### src/rtl/ofs_pkg.sv
// ofs_pkg: shared types, constants and a helper function of the overlapping frame segmenter
// used by ofs_ctrl, ofs_dpath and overlapping_frame_segmenter; no dependencies
package ofs_pkg;

    localparam int MAX_FRAME_DEF   = 64;
    localparam int SAMPLE_BITS_DEF = 32;

    localparam int FS_W    = 7;
    localparam int OV_W    = 11;
    localparam int UNTIL_W = 11;
    localparam int CFG_W   = 11;
    localparam int IDX_W   = 1;

    localparam logic [FS_W-1:0] FS_RESET = 7'd64;
    localparam logic [OV_W-1:0] OV_RESET = 11'd0;

    localparam logic [IDX_W-1:0] CFG_FRAME_SIZE = 1'b0;
    localparam logic [IDX_W-1:0] CFG_OVERLAP    = 1'b1;

    localparam logic MODE_SAMPLE = 1'b0;
    localparam logic MODE_FLUSH  = 1'b1;

    typedef enum logic [0:0] {
        ST_IDLE,
        ST_EMIT
    } t_ofs_state;

    typedef struct packed {
        logic write;
        logic flush;
        logic start;
        logic issue;
    } t_ofs_cmd;

    typedef struct packed {
        logic frame_due;
        logic out_free;
        logic last_rd;
    } t_ofs_sts;

    function automatic logic [FS_W-1:0] eff_fs(input logic [FS_W-1:0] fs, input int max_frame);
        logic [FS_W-1:0] res;
        res = fs;
        if (fs == '0) begin
            res = FS_W'(1);
        end else if (int'(fs) > max_frame) begin
            res = FS_W'(max_frame);
        end
        return res;
    endfunction

endpackage

### src/rtl/overlapping_frame_segmenter.sv
// overlapping_frame_segmenter: top level, cuts a sample stream into overlapping frames
// depends on ofs_pkg, ofs_ctrl, ofs_dpath and ofs_ram
//
//   channel   valid        stall         payload
//   input     i_in_valid   o_in_stall    i_mode, i_sample
//   output    o_out_valid  i_out_stall   o_sample_out, o_frame_last
//   config    i_cfg_we     -             i_cfg_index, i_cfg_wdata
//
// a sample or flush beat is taken while o_in_stall is low; back-to-back beats are taken every cycle while it stays low
// a beat that completes a frame is followed by reads of its effective frame_size samples from the ring RAM
// (one beat per cycle without output stall), during which the input is stalled
// an output stall holds the RAM read register, which doubles as the output beat register
// synchronous active-low reset; the ring needs no clearing pass
module overlapping_frame_segmenter #(
    parameter int MAX_FRAME   = ofs_pkg::MAX_FRAME_DEF,
    parameter int SAMPLE_BITS = ofs_pkg::SAMPLE_BITS_DEF
) (
    input  logic                      i_clk,
    input  logic                      i_rst_n,
    input  logic                      i_in_valid,
    output logic                      o_in_stall,
    input  logic                      i_mode,
    input  logic [SAMPLE_BITS-1:0]    i_sample,
    output logic                      o_out_valid,
    input  logic                      i_out_stall,
    output logic [SAMPLE_BITS-1:0]    o_sample_out,
    output logic                      o_frame_last,
    input  logic                      i_cfg_we,
    input  logic [ofs_pkg::IDX_W-1:0] i_cfg_index,
    input  logic [ofs_pkg::CFG_W-1:0] i_cfg_wdata
);

    ofs_pkg::t_ofs_cmd cmd;
    ofs_pkg::t_ofs_sts sts;

    ofs_ctrl u_ctrl (
        .i_clk      (i_clk),
        .i_rst_n    (i_rst_n),
        .i_in_valid (i_in_valid),
        .i_mode     (i_mode),
        .i_sts      (sts),
        .o_in_stall (o_in_stall),
        .o_cmd      (cmd)
    );

    ofs_dpath #(
        .MAX_FRAME   (MAX_FRAME),
        .SAMPLE_BITS (SAMPLE_BITS)
    ) u_dpath (
        .i_clk        (i_clk),
        .i_rst_n      (i_rst_n),
        .i_cmd        (cmd),
        .o_sts        (sts),
        .i_cfg_we     (i_cfg_we),
        .i_cfg_index  (i_cfg_index),
        .i_cfg_wdata  (i_cfg_wdata),
        .i_sample     (i_sample),
        .i_out_stall  (i_out_stall),
        .o_out_valid  (o_out_valid),
        .o_sample_out (o_sample_out),
        .o_frame_last (o_frame_last)
    );

endmodule

### src/rtl/ofs_ram.sv
// ofs_ram: generic single-write, single-read RAM with registered read data
// no dependencies
module ofs_ram #(
    parameter int WIDTH = 32,
    parameter int DEPTH = 64
) (
    input  logic                     i_clk,
    input  logic                     i_we,
    input  logic [$clog2(DEPTH)-1:0] i_waddr,
    input  logic [WIDTH-1:0]         i_wdata,
    input  logic                     i_re,
    input  logic [$clog2(DEPTH)-1:0] i_raddr,
    output logic [WIDTH-1:0]         o_rdata
);

    logic [WIDTH-1:0] r_mem [DEPTH];
    logic [WIDTH-1:0] r_rdata;

    always_ff @(posedge i_clk) begin
        if (i_we) begin
            r_mem[i_waddr] <= i_wdata;
        end
        if (i_re) begin
            r_rdata <= r_mem[i_raddr];
        end
    end

    assign o_rdata = r_rdata;

endmodule

### src/rtl/ofs_ctrl.sv
// ofs_ctrl: controller state machine, accepts input beats and sequences frame read-out
// depends on ofs_pkg
module ofs_ctrl (
    input  logic              i_clk,
    input  logic              i_rst_n,
    input  logic              i_in_valid,
    input  logic              i_mode,
    input  ofs_pkg::t_ofs_sts i_sts,
    output logic              o_in_stall,
    output ofs_pkg::t_ofs_cmd o_cmd
);

    ofs_pkg::t_ofs_state r_state;
    ofs_pkg::t_ofs_state n_state;

    always_ff @(posedge i_clk) begin
        if (!i_rst_n) begin
            r_state <= ofs_pkg::ST_IDLE;
        end else begin
            r_state <= n_state;
        end
    end

    always_comb begin
        n_state    = r_state;
        o_in_stall = 1'b0;
        o_cmd      = '0;
        case (r_state)
            ofs_pkg::ST_IDLE: begin
                if (i_in_valid) begin
                    if (i_mode == ofs_pkg::MODE_FLUSH) begin
                        o_cmd.flush = 1'b1;
                    end else begin
                        o_cmd.write = 1'b1;
                        if (i_sts.frame_due) begin
                            o_cmd.start = 1'b1;
                            n_state     = ofs_pkg::ST_EMIT;
                        end
                    end
                end
            end
            ofs_pkg::ST_EMIT: begin
                o_in_stall  = 1'b1;
                o_cmd.issue = i_sts.out_free;
                if (i_sts.out_free && i_sts.last_rd) begin
                    n_state = ofs_pkg::ST_IDLE;
                end
            end
            default: begin
                n_state = ofs_pkg::ST_IDLE;
            end
        endcase
    end

endmodule

### src/rtl/ofs_dpath.sv
// ofs_dpath: config registers, frame counter, ring pointers and output beat register
// depends on ofs_pkg and ofs_ram
module ofs_dpath #(
    parameter int MAX_FRAME   = ofs_pkg::MAX_FRAME_DEF,
    parameter int SAMPLE_BITS = ofs_pkg::SAMPLE_BITS_DEF
) (
    input  logic                          i_clk,
    input  logic                          i_rst_n,
    input  ofs_pkg::t_ofs_cmd             i_cmd,
    output ofs_pkg::t_ofs_sts             o_sts,
    input  logic                          i_cfg_we,
    input  logic [ofs_pkg::IDX_W-1:0]     i_cfg_index,
    input  logic [ofs_pkg::CFG_W-1:0]     i_cfg_wdata,
    input  logic [SAMPLE_BITS-1:0]        i_sample,
    input  logic                          i_out_stall,
    output logic                          o_out_valid,
    output logic [SAMPLE_BITS-1:0]        o_sample_out,
    output logic                          o_frame_last
);

    localparam int AW = $clog2(MAX_FRAME);
    localparam int CW = ((AW > ofs_pkg::FS_W) ? AW : ofs_pkg::FS_W) + 1;
    localparam logic [AW-1:0] LAST_SLOT = AW'(MAX_FRAME - 1);

    logic [ofs_pkg::FS_W-1:0]    r_frame_size;
    logic [ofs_pkg::OV_W-1:0]    r_overlap;
    logic [ofs_pkg::UNTIL_W-1:0] r_until;
    logic [ofs_pkg::UNTIL_W-1:0] n_until;
    logic [AW-1:0]               r_wslot;
    logic [AW-1:0]               n_wslot;
    logic [AW-1:0]               r_rd_slot;
    logic [AW-1:0]               n_rd_slot;
    logic [ofs_pkg::FS_W-1:0]    r_rd_left;
    logic [ofs_pkg::FS_W-1:0]    n_rd_left;
    logic                        r_out_valid;
    logic                        r_last;

    logic [ofs_pkg::FS_W-1:0]    fs_eff;
    logic [ofs_pkg::FS_W-1:0]    cfg_fs;
    logic signed [11:0]          fs_s;
    logic signed [11:0]          ov_s;
    logic signed [11:0]          diff_s;
    logic [ofs_pkg::UNTIL_W-1:0] stride;
    logic [CW-1:0]               wsa_x;
    logic [CW-1:0]               fs_x;
    logic [CW-1:0]               start_x;

    assign fs_eff = ofs_pkg::eff_fs(r_frame_size, MAX_FRAME);
    assign cfg_fs = (i_cfg_index == ofs_pkg::CFG_FRAME_SIZE) ?
                    i_cfg_wdata[ofs_pkg::FS_W-1:0] : r_frame_size;

    // stride = frame size minus overlap, at least one
    assign fs_s   = signed'({5'b0, fs_eff});
    assign ov_s   = signed'({r_overlap[ofs_pkg::OV_W-1], r_overlap});
    assign diff_s = fs_s - ov_s;
    assign stride = (ov_s >= fs_s) ? ofs_pkg::UNTIL_W'(1) : diff_s[ofs_pkg::UNTIL_W-1:0];

    assign n_wslot = (r_wslot == LAST_SLOT) ? '0 : r_wslot + AW'(1);

    // oldest slot of the frame that ends with the sample being written
    assign wsa_x   = CW'(n_wslot);
    assign fs_x    = CW'(fs_eff);
    assign start_x = (wsa_x >= fs_x) ? (wsa_x - fs_x) : (wsa_x + CW'(MAX_FRAME) - fs_x);

    always_comb begin
        n_until = r_until;
        if (i_cfg_we) begin
            n_until = ofs_pkg::UNTIL_W'(ofs_pkg::eff_fs(cfg_fs, MAX_FRAME));
        end else if (i_cmd.flush) begin
            n_until = ofs_pkg::UNTIL_W'(fs_eff);
        end else if (i_cmd.write) begin
            n_until = (r_until == ofs_pkg::UNTIL_W'(1)) ? stride : r_until - ofs_pkg::UNTIL_W'(1);
        end
    end

    always_comb begin
        n_rd_slot = r_rd_slot;
        n_rd_left = r_rd_left;
        if (i_cmd.start) begin
            n_rd_slot = start_x[AW-1:0];
            n_rd_left = fs_eff;
        end else if (i_cmd.issue) begin
            n_rd_slot = (r_rd_slot == LAST_SLOT) ? '0 : r_rd_slot + AW'(1);
            n_rd_left = r_rd_left - ofs_pkg::FS_W'(1);
        end
    end

    always_ff @(posedge i_clk) begin
        if (!i_rst_n) begin
            r_frame_size <= ofs_pkg::FS_RESET;
            r_overlap    <= ofs_pkg::OV_RESET;
            r_until      <= ofs_pkg::UNTIL_W'(ofs_pkg::eff_fs(ofs_pkg::FS_RESET, MAX_FRAME));
            r_wslot      <= '0;
            r_rd_slot    <= '0;
            r_rd_left    <= '0;
            r_out_valid  <= 1'b0;
            r_last       <= 1'b0;
        end else begin
            if (i_cfg_we) begin
                case (i_cfg_index)
                    ofs_pkg::CFG_FRAME_SIZE: r_frame_size <= i_cfg_wdata[ofs_pkg::FS_W-1:0];
                    ofs_pkg::CFG_OVERLAP:    r_overlap    <= i_cfg_wdata;
                    default: begin
                    end
                endcase
            end
            r_until   <= n_until;
            r_rd_slot <= n_rd_slot;
            r_rd_left <= n_rd_left;
            if (i_cmd.write) begin
                r_wslot <= n_wslot;
            end
            if (i_cmd.issue) begin
                r_out_valid <= 1'b1;
                r_last      <= o_sts.last_rd;
            end else if (!i_out_stall) begin
                r_out_valid <= 1'b0;
            end
        end
    end

    ofs_ram #(
        .WIDTH (SAMPLE_BITS),
        .DEPTH (MAX_FRAME)
    ) u_ring (
        .i_clk   (i_clk),
        .i_we    (i_cmd.write),
        .i_waddr (r_wslot),
        .i_wdata (i_sample),
        .i_re    (i_cmd.issue),
        .i_raddr (r_rd_slot),
        .o_rdata (o_sample_out)
    );

    assign o_sts.frame_due = (r_until == ofs_pkg::UNTIL_W'(1));
    assign o_sts.out_free  = !r_out_valid || !i_out_stall;
    assign o_sts.last_rd   = (r_rd_left == ofs_pkg::FS_W'(1));

    assign o_out_valid  = r_out_valid;
    assign o_frame_last = r_last;

    a_until_nonzero: assert property (@(posedge i_clk) disable iff (!i_rst_n)
        r_until != '0)
        else $error("frame counter reached zero");

    a_issue_has_work: assert property (@(posedge i_clk) disable iff (!i_rst_n)
        i_cmd.issue |-> r_rd_left != '0)
        else $error("read issued with no samples left in frame");

    a_issue_has_room: assert property (@(posedge i_clk) disable iff (!i_rst_n)
        i_cmd.issue |-> (!r_out_valid || !i_out_stall))
        else $error("read issued over a stalled beat");

    a_start_loads_frame: assert property (@(posedge i_clk) disable iff (!i_rst_n)
        i_cmd.start |=> (r_rd_left != '0) && (r_rd_slot <= LAST_SLOT) && !i_cmd.write)
        else $error("frame start left a bad read state");

endmodule
### config.mk
export PLATFORM = sky130hd
export DESIGN_NAME = overlapping_frame_segmenter
export DESIGN_NICKNAME = d
export VERILOG_FILES = /design/src/rtl/ofs_pkg.sv /design/src/rtl/overlapping_frame_segmenter.sv /design/src/rtl/ofs_ram.sv /design/src/rtl/ofs_ctrl.sv /design/src/rtl/ofs_dpath.sv
export SDC_FILE = /design/constraint.sdc
export NUM_CORES = 2
export LEC_CHECK = 0
export BUFFER_PORTS_ARGS = -buffer_cell sky130_fd_sc_hd__buf_2
export CAP_MARGIN = 15
export CORE_MARGIN = 1.5
export CORE_UTILIZATION = 58
export DETAILED_ROUTE_END_ITERATION = 10
export MAX_ROUTING_LAYER = met4
export PLACE_DENSITY = 0.72
export REMOVE_ABC_BUFFERS = 1
export SKIP_CTS_REPAIR_TIMING = 1
export SKIP_LAST_GASP = 1
export SYNTH_ARGS = -nofsm -noshare
export SYNTH_HDL_FRONTEND = slang
export SYNTH_SLANG_ARGS = --single-unit
### constraint.sdc
create_clock -name i_clk -period 7.95 [get_ports i_clk]
set_input_delay 0.795 -clock i_clk [delete_from_list [all_inputs] [get_ports i_clk]]
set_output_delay 0.795 -clock i_clk [all_outputs]
set_load 0.01 [all_outputs]
Word level (Yosys, flattened, before mapping) --
Memories as Yosys holds them, arrays and structs flattened. A register that Yosys moved wholly into a read port is not among the register bits. Cells that the tools add are included.
Operators by class: add/sub/neg operators 8, magnitude comparators 4, equality and inequality tests 5, muxes and demuxes 32, bitwise gates (word level) 2, reductions and logical operators 10
Operators by type and width (number):
- $mux W7 | 10
- $mux W6 | 5
- $mux W11 | 2
- $add A6 B1 Y6 const B | 3
- $gt A7 B7 Y1 const B | 2
- $logic_not A7 Y1 | 2
- $eq A6 B6 Y1 const B | 2
- $mux W1 | 12
- $sub A6 B6 Y6 | 2
- $eq A11 B1 Y1 const B | 1
- $ge A11 B8 Y1 | 1
- $sub A11 B1 Y11 const B | 1
- $sub A8 B11 Y11 | 1
- $eq A7 B1 Y1 const B | 1
- $ge A6 B7 Y1 | 1
- $sub A7 B1 Y7 const B | 1
- $mux W3 | 2
- $reduce_bool A3 Y1 | 1
- $reduce_or A3 Y1 | 1
- $logic_not A1 Y1 | 2
- $ne A2 B1 Y1 const B | 1
- $not A1 Y1 | 2
- $pmux W1 S2 | 1
- $reduce_and A2 Y1 | 1
- other kinds (3) | 3
Storage, ports and cells: register bits 51, RAM bits 2048, input bits 50, output and inout bits 35, word-level logic and storage cells 72, memories 1
Memory list:
- u_dpath.u_ring.r_mem | words 64, width 32, rd ports 1, clocked after Yosys merged registers in 1, write ports 1, RTL line ofs_ram.sv:16 | logic [WIDTH-1:0] r_mem [DEPTH];

Logic depth before layout (Yosys ltp) --
word-level depth 9, gate-level depth with buffers 14, depth with buffers taken out 14

Hierarchy --
From an unflattened synthesis, not the netlist that was laid out.
Unflattened totals: cells, all modules 3755, area total of the unflattened synthesis 82231.4 um^2
Modules (own cells, without submodules):
- ofs_ram | times used 1, cells an instance 3324, area an instance 78835.6 um^2
- ofs_dpath | times used 1, cells an instance 424, area an instance 3319.4 um^2
- ofs_ctrl | times used 1, cells an instance 7, area an instance 76.3 um^2

Least setup slack after synthesis --
Ideal clock, no wire load.
path type input port to flip-flop, start point input port i_in_valid, end point memory u_dpath.u_ring.r_mem[29][0], enable pin, setup time 421 ps, arrival 3262 ps, data required time 7529 ps, path slack 4267 ps, cell stages on the path 5, buffers on the path 1, path through nor2b_1 nor2b_1 clkbuf_1 nand3_1 nor2_1
Between the ends: longest elaborated chain between the ends 4
Ends and longest elaborated chain:
- start, declared | RTL line overlapping_frame_segmenter.sv:20 | input logic i_in_valid,
- $mux W3 | RTL line ofs_ctrl.sv:30 | if (i_in_valid) begin
- $mux W3 | RTL line ofs_ctrl.sv:28 | case (r_state)
- $mux W1 | RTL line ofs_ram.sv:20 | if (i_we) begin
- $mux W1 (implied by the code) | RTL line ofs_ram.sv:21 | r_mem[i_waddr] <= i_wdata;
- end, declared | RTL line ofs_ram.sv:16
Every way passes these cells.

==> results.cfg <==
[run]
maxCapViolations = 0

[final_layout]
syn_to_final_growth_pct = 11.5
fillers = 8998
nets = 4151
final_layout_size_suffix_gt1_frac = 0.249
final_cell_mix = edfxtp_1 (2,080), mux4_2 (467), clkbuf_16 (205)
seq_area_um2 = 63500
fin_area_um2 = 92000
layout_commonest_cell = edfxtp_1
multi_input_area_um2 = 18100

[pwr]
p_leak_nw = 27.9
finalPower_mw = 22.1
p_per_area_nw_per_um2 = 241
ir_worst_vdd_uv = 283

[critical_path]
cp-start-kind = flip-flop
crit-reg2reg-capture = u_dpath.u_ring.o_rdata[28]$_DFFE_PP_
crit_type = flip-flop to flip-flop
worstPathCellList = buf_4 > buf_4 > nand2b_1 > buf_4 > o22ai_1 > o21ai_0 > o22ai_1 > nor3_1 > a211oi_1
crit_path_max_incr_delay_ns = 0.79
path_max_fanout = 32
crit_arrival_ns = 4.93
cp.required_ns = 8.47
critPathBufInv = 3
crit_top_cell = buf_4
cp_slowest_cell = nor3_1
rr_worst_depth = 9
endpoint_kind = flip-flop
rr_startpoint = u_dpath.r_rd_slot[2]$_SDFFE_PN0P_
crit_family = simple AND/OR/NAND/NOR gates
rrSetupSlack_ns = 3.54

[route]
via_count = 41650
first_iter_violations = 6191
drt-total-wl_um = 207000
ant_nets = 0
vias_per_cell = 6.78
wl_per_cell_um = 33.6
route.detailed.drc = 0
dr.pass1.iters = 6

[logic_synthesis]
synth-seq-cells = 2131
synth_cells = 3883
netlist_area_um2 = 82500
synthDistinctLibCells = 70
yosys_most_used_dff = edfxtp_1
ys_warn_count = 0
ys_seq_area_frac = 0.769
syn_area_per_cell_um2 = 21.2
async_reset_ff_frac = 0
synth_edf_count = 2080

[die]
die_y_um = 380
rows = 138
dieArea_um2 = 145000
start_util = 0.583
die_x_um = 380
io_pins = 85
core_area_um2 = 141000

[cts]
cts_root_buf = clkbuf_16
clock_latency_ns = 0.84
h-tree-depth = 4
cts_buffers = 201
clockBufferDepth = 3
clock-sinks = 2131
path_clk_slew_ns = 0.06
cts_tree = built

[placed_design]
hpwl_um = 108000
place_area_um2 = 85500
portBuffers = 84
gp_congestion = 0.839

[global_routing]
grt_pass1_wl_um = 294000
grt_usage = 0.296
grt_overflow = 0
antenna_found_initial = 9
busiest_layer = met2
met2_usage = 0.451
grt_max_degree = 125
grt_pass1_vias = 40821
met1_usage = 0.406
grt_util_met3 = 0.0473

[sta]
fin_crit_ns = 4.41
fmax_mhz = 227
worst_pin_slew_ns = 1.21
skew_ns = 0.0232
hold_viol_final = 0
fin_crit_sh = 0.554
rsz0062_at_grt = no
slew_violations = 0
setup_viol_count_final = 0
max_slew_margin = 0.194

[min_path]
hold_class = input pin to flip-flop
whs_path_depth = 3
hold_path_end = u_dpath.r_overlap[9]$_SDFFE_PN0P_
worst_hold_startpoint = i_cfg_wdata[9]

[outcome]
status = finished, final reports clean
[power breakdown]
group | internal [mW] | total [mW] | switching, mW
sequential | 12.4 | 12.4 | 0.0225
combinational | 0.156 | 0.511 | 0.355
clock | 5.21 | 9.24 | 4.03
[metrics by stage]
stage           util  setup TNS (ns)  hold slack, ns  setup WS [ns]  instances
3_3_place_gp   0.604               0           0.445           3.65       5758
4_1_cts        0.649               0           0.177           3.64       6128
5_1_grt        0.650               0           0.213           3.51       6142
6_report       0.650               0           0.220           3.54       6145
3_5_place_dp   0.604               0           0.452           3.63       5759
2_1_floorplan      -         -587.96           0.436         -16.74       3665
[worst max path at each step]
stage	from	to	slack [ns]	cells past startpoint
finish	u_dpath.r_rd_slot[2]$_SDFFE_PN0P_	u_dpath.u_ring.o_rdata[28]$_DFFE_PP_	3.54	9
global route	u_dpath.r_rd_slot[2]$_SDFFE_PN0P_	u_dpath.u_ring.o_rdata[28]$_DFFE_PP_	3.51	9
CTS	u_dpath.r_rd_slot[2]$_SDFFE_PN0P_	u_dpath.u_ring.o_rdata[28]$_DFFE_PP_	3.64	9
detailed placement	u_dpath.r_rd_slot[2]$_SDFFE_PN0P_	u_dpath.u_ring.o_rdata[28]$_DFFE_PP_	3.63	9
global placement	u_dpath.r_rd_slot[2]$_SDFFE_PN0P_	u_dpath.u_ring.o_rdata[28]$_DFFE_PP_	3.65	9
floorplan	u_dpath.r_rd_slot[0]$_SDFFE_PN0P_	u_dpath.u_ring.o_rdata[28]$_DFFE_PP_	-16.74	6
[final cells by class]
cell class                      instances  area share
Clock buffer                          260      0.0585
Clock inverter                        109      0.0101
Antenna cell                            8    0.000218
Multi-Input combinational cell       1505       0.197
Tap cell                             1890      0.0257
Inverter                               29     0.00120
Timing Repair Buffer                  213      0.0172
Sequential cell                      2131       0.690
[cell usage after synthesis, drive strengths merged, types with 3 or more instances]
cell type,n,area [µm²]
ha,18,225
mux4,467,10500
a211oi,13,97.6
nand4,9,56.3
mux2i,144,1440
o2111ai,3,26.3
a311oi,6,52.6
a22o,37,324
o32ai,3,26.3
o22ai,41,257
nor2b,14,87.6
a22oi,65,488
clkbuf,75,282
nand2b,14,87.6
o221ai,35,307
o21ai,64,320
nand3,23,115
buf,143,1070
o31a,4,35.0
nand3b,7,52.6
and2,7,43.8
xnor2,10,87.6
o21a,11,82.6
a31oi,13,81.3
a221oi,57,518
o211ai,4,30.0
nor4,9,62.6
nor2,150,568
and3,7,43.8
nor3,32,160
or3,13,81.3
dfxtp,51,1020
inv,27,101
mux2,12,135
edfxtp,2080,62500
xor2,12,105
a21oi,93,465
or2,4,25.0
or4,3,22.5
nand2,74,278
[sequential cells by signal, summed over array words and instances, names as in the netlist]
signal                  cells
u_dpath.r_wslot             6
u_dpath.r_rd_slot           6
u_dpath.o_out_valid         1
u_ctrl.r_state              1
u_dpath.u_ring.o_rdata     32
u_dpath.o_frame_last        1
u_dpath.r_until            11
u_dpath.u_ring.r_mem     2048
u_dpath.r_rd_left           7
u_dpath.r_frame_size        7
u_dpath.r_overlap          11
[worst register-to-register path: cells and delay by family (launching register included)]
kind	cells	cell delay, ns
AOI/OAI and AO/OA	4	0.52
buffers and inverters	3	1.34
DFF	1	0.75
and+or+nand+nor	2	1.50
[metal layers]
metal	part of all wire	vias to the layer above
met5	0	-
met4	0.039	0
met3	0.090	388
met2	0.49	2430
met1	0.38	22075
li1	-	16757
[cells by family (layout without fill, tap and decap cells)]
kind of cell             Yosys count  count (layout)  synth area share
flip-flops                      2131            2131             0.769
multiplexers                     623             623             0.147
AO/OA/AOI/OAI                    469             469            0.0398
AND/OR/NAND/NOR                  371             371            0.0209
buffers and inverters            247             611            0.0177
XOR/XNOR                          22              22           0.00234
adder cells (fa/ha/maj)           20              20           0.00322
other                              0               8                 0
Power figures use the tool's default switching activity.
